--- src/hw/rtl/bpp_pkg.sv ---
// ----------------------------------------------------------------------------
// Bitplane packer package
// Payload types, field widths and fixed constants shared by the packer
// modules.
// ----------------------------------------------------------------------------
package bpp_pkg;

  // Field widths.
  localparam int unsigned PIXEL_W     = 8;
  localparam int unsigned PLANE_NUM_W = 3;
  localparam int unsigned BYTE_W      = 8;

  // Pixel position counter width (eight pixels to a group).
  localparam int unsigned POS_W = 3;
  localparam logic [POS_W-1:0] POS_LAST = 3'd7;

  // Reset value of the first color register.
  localparam logic [PIXEL_W-1:0] FIRST_COLOR_RST = 8'd32;

  // One input transaction.
  typedef struct packed {
    logic [PIXEL_W-1:0] pixel_index;
    logic               final_pixel;
  } pixel_t;

  // One output transaction.
  typedef struct packed {
    logic [BYTE_W-1:0]      plane_byte;
    logic [PLANE_NUM_W-1:0] plane_number;
    logic                   group_end;
  } plane_out_t;

  // Status of the group queue, seen by the front and the back.
  typedef struct packed {
    logic full;
    logic empty;
  } queue_status_t;

endpackage

--- src/hw/rtl/bpp_front.sv ---
// ----------------------------------------------------------------------------
// Bitplane packer front end
// Accepts pixels, rebases them on the first color and scatters their bits
// into the plane accumulators; pushes a completed group into the queue.
// ----------------------------------------------------------------------------
module bpp_front #(
  parameter int unsigned PLANE_COUNT = 5
) (
  input  logic                                   clk_i,
  input  logic                                   rst_ni,
  input  logic [bpp_pkg::PIXEL_W-1:0]            first_color_i,
  input  logic                                   in_valid_i,
  output logic                                   in_stall_o,
  input  bpp_pkg::pixel_t                        in_data_i,
  input  bpp_pkg::queue_status_t                 queue_status_i,
  output logic                                   push_o,
  output logic [PLANE_COUNT-1:0][bpp_pkg::BYTE_W-1:0] push_group_o
);

  logic [PLANE_COUNT-1:0][bpp_pkg::BYTE_W-1:0] acc_q, acc_d, acc_new;
  logic [bpp_pkg::POS_W-1:0] pos_q, pos_d;
  logic [bpp_pkg::PIXEL_W-1:0] diff;
  logic [bpp_pkg::BYTE_W-1:0]  pos_mask;
  logic accept, flush;

  // Hold off new pixels while the queue has no room for a group.
  assign in_stall_o = queue_status_i.full;
  assign accept     = in_valid_i && !in_stall_o;

  // Rebase the pixel on the first color; the difference wraps modulo 256.
  assign diff     = in_data_i.pixel_index - first_color_i;
  assign pos_mask = bpp_pkg::BYTE_W'(1) << pos_q;
  assign flush    = (pos_q == bpp_pkg::POS_LAST) || in_data_i.final_pixel;

  // Set bit pos of plane p when bit p of the difference is one.
  always_comb begin
    for (int p = 0; p < PLANE_COUNT; p++) begin
      acc_new[p] = acc_q[p] | (diff[p] ? pos_mask : '0);
    end
  end

  // Next state of the accumulators and the pixel position.
  always_comb begin
    acc_d = acc_q;
    pos_d = pos_q;
    if (accept) begin
      if (flush) begin
        acc_d = '0;
        pos_d = '0;
      end else begin
        acc_d = acc_new;
        pos_d = pos_q + 1'b1;
      end
    end
  end

  always_ff @(posedge clk_i or negedge rst_ni) begin
    if (!rst_ni) begin
      acc_q <= '0;
      pos_q <= '0;
    end else begin
      acc_q <= acc_d;
      pos_q <= pos_d;
    end
  end

  assign push_o       = accept && flush;
  assign push_group_o = acc_new;

endmodule

--- src/hw/rtl/bpp_queue.sv ---
// ----------------------------------------------------------------------------
// Bitplane packer group queue
// Two-entry queue of completed plane groups between the front and the back.
// ----------------------------------------------------------------------------
module bpp_queue #(
  parameter int unsigned PLANE_COUNT = 5
) (
  input  logic                                        clk_i,
  input  logic                                        rst_ni,
  input  logic                                        push_i,
  input  logic [PLANE_COUNT-1:0][bpp_pkg::BYTE_W-1:0] push_group_i,
  input  logic                                        pop_i,
  output logic [PLANE_COUNT-1:0][bpp_pkg::BYTE_W-1:0] head_group_o,
  output bpp_pkg::queue_status_t                      status_o
);

  localparam int unsigned DEPTH = 2;

  logic [DEPTH-1:0][PLANE_COUNT-1:0][bpp_pkg::BYTE_W-1:0] mem_q;
  logic wr_ptr_q, wr_ptr_d, rd_ptr_q, rd_ptr_d;
  logic [1:0] count_q, count_d;

  // Pointer and fill count update.
  always_comb begin
    wr_ptr_d = wr_ptr_q;
    rd_ptr_d = rd_ptr_q;
    count_d  = count_q;
    if (push_i) begin
      wr_ptr_d = ~wr_ptr_q;
    end
    if (pop_i) begin
      rd_ptr_d = ~rd_ptr_q;
    end
    case ({push_i, pop_i})
      2'b10:   count_d = count_q + 2'd1;
      2'b01:   count_d = count_q - 2'd1;
      default: count_d = count_q;
    endcase
  end

  always_ff @(posedge clk_i or negedge rst_ni) begin
    if (!rst_ni) begin
      wr_ptr_q <= 1'b0;
      rd_ptr_q <= 1'b0;
      count_q  <= '0;
    end else begin
      wr_ptr_q <= wr_ptr_d;
      rd_ptr_q <= rd_ptr_d;
      count_q  <= count_d;
    end
  end

  // Group storage carries no reset.
  always_ff @(posedge clk_i) begin
    if (push_i) begin
      mem_q[wr_ptr_q] <= push_group_i;
    end
  end

  assign head_group_o   = mem_q[rd_ptr_q];
  assign status_o.full  = (count_q == 2'(DEPTH));
  assign status_o.empty = (count_q == 2'd0);

endmodule

--- src/hw/rtl/bpp_back.sv ---
// ----------------------------------------------------------------------------
// Bitplane packer back end
// Takes groups from the queue and sends their plane bytes one per cycle,
// while the receiver does not stall, through a registered output stage.
// ----------------------------------------------------------------------------
module bpp_back #(
  parameter int unsigned PLANE_COUNT = 5
) (
  input  logic                                        clk_i,
  input  logic                                        rst_ni,
  input  bpp_pkg::queue_status_t                      queue_status_i,
  input  logic [PLANE_COUNT-1:0][bpp_pkg::BYTE_W-1:0] head_group_i,
  output logic                                        pop_o,
  output logic                                        out_valid_o,
  input  logic                                        out_stall_i,
  output bpp_pkg::plane_out_t                         out_data_o
);

  localparam int unsigned IDX_W = (PLANE_COUNT > 1) ? $clog2(PLANE_COUNT) : 1;
  localparam logic [bpp_pkg::PLANE_NUM_W-1:0] PLANE_LAST =
    bpp_pkg::PLANE_NUM_W'(PLANE_COUNT - 1);

  logic [PLANE_COUNT-1:0][bpp_pkg::BYTE_W-1:0] grp_q, grp_d;
  logic [bpp_pkg::PLANE_NUM_W-1:0] plane_q, plane_d;
  logic busy_q, busy_d;
  logic out_valid_q, out_valid_d;
  bpp_pkg::plane_out_t out_q, out_d;
  logic out_ready, plane_last;

  // The output register advances when it is empty or being taken.
  assign out_ready  = !out_valid_q || !out_stall_i;
  assign plane_last = (plane_q == PLANE_LAST);
  assign pop_o      = !queue_status_i.empty && (!busy_q || (out_ready && plane_last));

  // Serializer: one plane byte per advance of the output register.
  always_comb begin
    grp_d       = grp_q;
    plane_d     = plane_q;
    busy_d      = busy_q;
    out_valid_d = out_valid_q;
    out_d       = out_q;
    if (out_ready) begin
      out_valid_d = busy_q;
      if (busy_q) begin
        out_d.plane_byte   = grp_q[plane_q[IDX_W-1:0]];
        out_d.plane_number = plane_q;
        out_d.group_end    = plane_last;
        plane_d            = plane_q + 1'b1;
        if (plane_last) begin
          busy_d = 1'b0;
        end
      end
    end
    if (pop_o) begin
      grp_d   = head_group_i;
      plane_d = '0;
      busy_d  = 1'b1;
    end
  end

  always_ff @(posedge clk_i or negedge rst_ni) begin
    if (!rst_ni) begin
      busy_q      <= 1'b0;
      plane_q     <= '0;
      out_valid_q <= 1'b0;
    end else begin
      busy_q      <= busy_d;
      plane_q     <= plane_d;
      out_valid_q <= out_valid_d;
    end
  end

  // Payload registers carry no reset.
  always_ff @(posedge clk_i) begin
    grp_q <= grp_d;
    out_q <= out_d;
  end

  assign out_valid_o = out_valid_q;
  assign out_data_o  = out_q;

endmodule

--- src/hw/rtl/bitplane_packer_5bit_core.sv ---
// ----------------------------------------------------------------------------
// Bitplane packer core
// Chunky-to-planar converter: packs rebased palette indices into plane bytes.
// ----------------------------------------------------------------------------
// Usage:
//   The input channel (in_valid_i, in_stall_o, in_data_i), unless stalled,
//   takes one pixel per cycle: an 8-bit palette index and a final-pixel flag.
//   The first color register, written through cfg_we_i and cfg_wdata_i, is
//   subtracted from each index modulo 256 before the bits are split.
//   After eight pixels, or at a pixel flagged final, the block sends
//   PLANE_COUNT output transactions (out_valid_o, out_stall_i, out_data_o),
//   planes 0 upward, the last one marked with group_end.
//   The first byte of a group passes through the group queue, the group
//   register and the output register after the completing pixel is taken;
//   bytes then follow one per cycle. Pixels are taken at one per cycle,
//   each side while not stalled, so sustained input rate is limited only
//   when groups are shorter than PLANE_COUNT pixels. A two-entry group
//   queue sits between the accumulators and the byte serializer.
//   When the receiver stalls, the output byte holds, the queue fills, and
//   in_stall_o rises once both queue entries are taken.
//   Reset clears the accumulators, the pixel position, the queue and the
//   output valid, and sets the first color to 32.
// ----------------------------------------------------------------------------
module bitplane_packer_5bit_core #(
  parameter int unsigned PLANE_COUNT = 5
) (
  input  logic                        clk_i,
  input  logic                        rst_ni,
  input  logic                        cfg_we_i,
  input  logic [bpp_pkg::PIXEL_W-1:0] cfg_wdata_i,
  input  logic                        in_valid_i,
  output logic                        in_stall_o,
  input  bpp_pkg::pixel_t             in_data_i,
  output logic                        out_valid_o,
  input  logic                        out_stall_i,
  output bpp_pkg::plane_out_t         out_data_o
);

  logic [bpp_pkg::PIXEL_W-1:0] first_color_q;
  logic push, pop;
  logic [PLANE_COUNT-1:0][bpp_pkg::BYTE_W-1:0] push_group, head_group;
  bpp_pkg::queue_status_t queue_status;

  // First color register.
  always_ff @(posedge clk_i or negedge rst_ni) begin
    if (!rst_ni) begin
      first_color_q <= bpp_pkg::FIRST_COLOR_RST;
    end else if (cfg_we_i) begin
      first_color_q <= cfg_wdata_i;
    end
  end

  bpp_front #(.PLANE_COUNT(PLANE_COUNT)) u_front (
    .clk_i          (clk_i),
    .rst_ni         (rst_ni),
    .first_color_i  (first_color_q),
    .in_valid_i     (in_valid_i),
    .in_stall_o     (in_stall_o),
    .in_data_i      (in_data_i),
    .queue_status_i (queue_status),
    .push_o         (push),
    .push_group_o   (push_group)
  );

  bpp_queue #(.PLANE_COUNT(PLANE_COUNT)) u_queue (
    .clk_i        (clk_i),
    .rst_ni       (rst_ni),
    .push_i       (push),
    .push_group_i (push_group),
    .pop_i        (pop),
    .head_group_o (head_group),
    .status_o     (queue_status)
  );

  bpp_back #(.PLANE_COUNT(PLANE_COUNT)) u_back (
    .clk_i          (clk_i),
    .rst_ni         (rst_ni),
    .queue_status_i (queue_status),
    .head_group_i   (head_group),
    .pop_o          (pop),
    .out_valid_o    (out_valid_o),
    .out_stall_i    (out_stall_i),
    .out_data_o     (out_data_o)
  );

endmodule

--- config.mk ---
export PLATFORM = sky130hd
export DESIGN_NAME = bitplane_packer_5bit_core
export DESIGN_NICKNAME = d
export VERILOG_FILES = /design/src/hw/rtl/bpp_pkg.sv /design/src/hw/rtl/bpp_front.sv /design/src/hw/rtl/bpp_queue.sv /design/src/hw/rtl/bpp_back.sv /design/src/hw/rtl/bitplane_packer_5bit_core.sv
export SDC_FILE = /design/constraint.sdc
export NUM_CORES = 1
export LEC_CHECK = 0
export ABC_AREA = 1
export BUFFER_PORTS_ARGS = -buffer_cell sky130_fd_sc_hd__buf_2
export CAP_MARGIN = 30
export CORE_MARGIN = 1
export CORE_UTILIZATION = 60
export DETAILED_ROUTE_END_ITERATION = 10
export PLACE_DENSITY = 0.78
export SETUP_SLACK_MARGIN = 0.05
export SKIP_CTS_REPAIR_TIMING = 1
export SLEW_MARGIN = 20
export SYNTH_ARGS = -nofsm -noshare
export SYNTH_HDL_FRONTEND = slang
export SYNTH_SLANG_ARGS = --single-unit
--- constraint.sdc ---
create_clock -name clk_i -period 7.8 [get_ports clk_i]
set_input_delay 1.17 -clock clk_i [delete_from_list [all_inputs] [get_ports clk_i]]
set_output_delay 1.17 -clock clk_i [all_outputs]
set_load 0.01 [all_outputs]
==> impl_metrics.yaml <==
sta:
  finalClockSkew_ps: 7.17
  hold_viol: 0
  holdWs_ps: 469
  timing.final.crit_share_pct: 41.6
  slew_viol_final: 0
  setup_slack_ps: 4550
  setup_violations: 0
  slew_headroom_pct: 50.1
  setup-tns-final_ps: 0
  min_period_ps: 3250
  rsz0062_at_grt: "no"
  worst_slew_pin_slew_ps: 749
  max_freq_ghz: 0.308
worst_setup_path:
  path_cells: "inv_1 -> ha_1 -> nand2_1 -> inv_1 -> nand2_1 -> nand2_1 -> nand2_1 -> inv_1 -> buf_4 -> ha_1 -> a21oi_1 -> o21ai_0 -> xor2_1"
  cp_common_cell: "nand2_1"
  crit_family: "buffers and inverters"
  crit_path_end_kind: "flip-flop"
  crit_buf_inv: 4
  startpoint_type: "flip-flop"
  max_stage_delay_ps: 750
  cpMaxStageDelayCell: "dfrtp_1"
  required_ps: 8110
  crit_arrival_ps: 3550
  crit_fanout: 41
  path_class: "flip-flop to flip-flop"
route:
  via_count: 5064
  drc: 0
  drt_wl_total_mm: 14.5
  viasPerCell: 5.55
  firstDrtPassIters: 5
  ant_nets: 0
  avgRoutedWirePerCell_um: 15.9
  drt_iter0_drc: 396
die:
  fp.dieW_um: 116
  die-area_mm2: 0.0134
  coreArea_mm2: 0.0126
  start_util_pct: 61.4
  io_pins: 36
  rows: 41
  die_h_um: 116
global_routing:
  grt_pass1_wl_mm: 23.0
  grt_pass1_vias: 4732
  grt.total_usage_pct: 23.6
  antenna_found_initial: 0
  grt_max_degree: 58
  gr-total-overflow: 0
placement:
  gp_congestion: 0.856
  dp_hpwl_mm: 9.38
  place_inst: 880
  portBuffers: 29
  dpl-instance-area_mm2: 0.00805
  dpl_worst_slack_ps: 4620
synth:
  syn_nets: 733
  ys_seq_area_share_pct: 69.6
  yosys-top-cells-area: "edfxtp_1 51%, dfrtp_1 18%, nand2_1 11%"
  synth_area_leader_cell: "edfxtp_1"
  yosys.area.top_type_share_pct: 51.1
  syn_inst: 697
  yosys_register_bits: 189
  ys.warnings.count: 0
  synth_area_mm2: 0.00775
  syn_avg_cell_area_um2: 11.1
  synth_cell_types: 26
power:
  peakVddDrop_uv: 184
  p_per_area_mw_per_mm2: 367
  leakage_nw: 3.76
  finalPower_mw: 3.18
finish:
  syn2layout_area_growth_pct: 11.6
  fillCellCount: 871
  fin_area_mm2: 0.00865
  antenna_cells: 0
  final_cells: 912
  fin_util_pct: 68.5
  final_nets: 763
  drive_above_1_share_pct: 10.4
min_path:
  hold_class: "flip-flop to flip-flop"
cts:
  cts_tree: "yes"
  clock_path_buffers: 2
  cts_made_buffers: 17
  clock_sinks: 189
  clkTransAtPathRegs_ps: 60
  root_buffer: "clkbuf_16"
  h-tree-depth: 4
  clk_latency_ps: 430
outcome:
  status: "complete, no violations"
flow_run:
  max_cap_violations: 0
[where the power goes]
part | switching, mW | internal [mW] | total (mW)
sequential | 0.0995 | 1.38 | 1.48
combinational | 0.596 | 0.232 | 0.828
clock | 0.363 | 0.505 | 0.868
total | 1.06 | 2.12 | 3.18
[cell usage after synthesis]
library cell and instances:
nand2_1 219, edfxtp_1 132, inv_1 74, dfrtp_1 57
nand3_1 57, o21ai_0 52, a21oi_1 34, ha_1 13
clkbuf_1 11, nor2_1 9, buf_2 8, o21bai_1 5
nor3_1 4, xor2_1 4, buf_6 3, inv_2 3
nand2_4 2, nor2_4 2, buf_12 1, buf_4 1
clkinv_1 1, fa_1 1, mux2_2 1, o22ai_1 1
or2_2 1, xnor2_1 1
[registers in the layout, indices dropped and copies added, names as in the netlist, 2 cells and up]
name,flops
u_queue.mem_q,80
u_back.grp_q,40
u_front.acc_q,40
u_back.out_data_o,12
first_color_q,5
u_back.plane_q,3
u_front.pos_q,3
u_queue.count_q,2
[cells by family (layout without fill, tap and decap cells)]
| group | count (synthesis) | after routing | synth area share (%) |
|---|---|---|---|
| AO/OA/AOI/OAI | 92 | 92 | 6.12 |
| flip-flops | 189 | 189 | 69.6 |
| multiplexers | 1 | 1 | 0.145 |
| buffers and inverters | 102 | 145 | 5.62 |
| XOR/XNOR | 5 | 5 | 0.565 |
| adder cells (fa/ha/maj) | 14 | 14 | 2.36 |
| AND/OR/NAND/NOR | 294 | 294 | 15.6 |
[layout make-up]
type	count	area [µm²]	share of cell area (%)
well taps	172	215	2.49
repair buffers	35	215	2.49
clock inverters	14	168	1.94
clock buffers	18	429	4.96
inverters	78	293	3.38
flip-flops and latches	189	5390	62.3
multi-input cells	406	1940	22.4
[layer usage]
metal  wire, µm  global-route usage [%]  vias up
li1           -                       -     2377
met1       6080                    29.4     2459
met2       7220                    39.2      199
met3        781                    5.07       29
met4        400                    12.1        0
met5          0                       0        -
[cell usage in the layout (no fill, tap or decap), types with 5 or more instances in the layout]
cell         n
dfrtp_1     57
a21oi_1     34
edfxtp_1   132
nand3_1     57
o21ai_0     52
nand2_1    219
nor2_1       7
o21bai_1     5
inv_1       74
ha_1        13
clkbuf_16   17
buf_2       29
[final timing paths]
check                                                    from                             end  slack [ps]  depth (start not counted)
worst min register to register  u_front.acc_q[39]$_DFFE_PN0P_   u_front.acc_q[39]$_DFFE_PN0P_         470                          2
min in group asynchronous                              rst_ni  u_queue.count_q[0]$_DFFE_PN0P_         880                          2
max in group asynchronous                              rst_ni   u_front.acc_q[28]$_DFFE_PN0P_        6410                          2
worst max register to register  u_back.plane_q[0]$_DFFE_PN0P_  u_queue.count_q[1]$_DFFE_PN0P_        4550                         13
worst min-delay path            u_front.acc_q[39]$_DFFE_PN0P_   u_front.acc_q[39]$_DFFE_PN0P_         470                          2
worst max-delay path            u_back.plane_q[0]$_DFFE_PN0P_  u_queue.count_q[1]$_DFFE_PN0P_        4550                         13
[worst reg2reg max path: stages, from the launching register on]
cell and delay [ps]:
dfrtp_1 750, inv_1 470, ha_1 350, nand2_1 70, inv_1 60, nand2_1 60, nand2_1 60, nand2_1 160
inv_1 60, buf_4 290, ha_1 390, a21oi_1 120, o21ai_0 120, xor2_1 160
No activity file was read; power rests on OpenSTA's default activity.
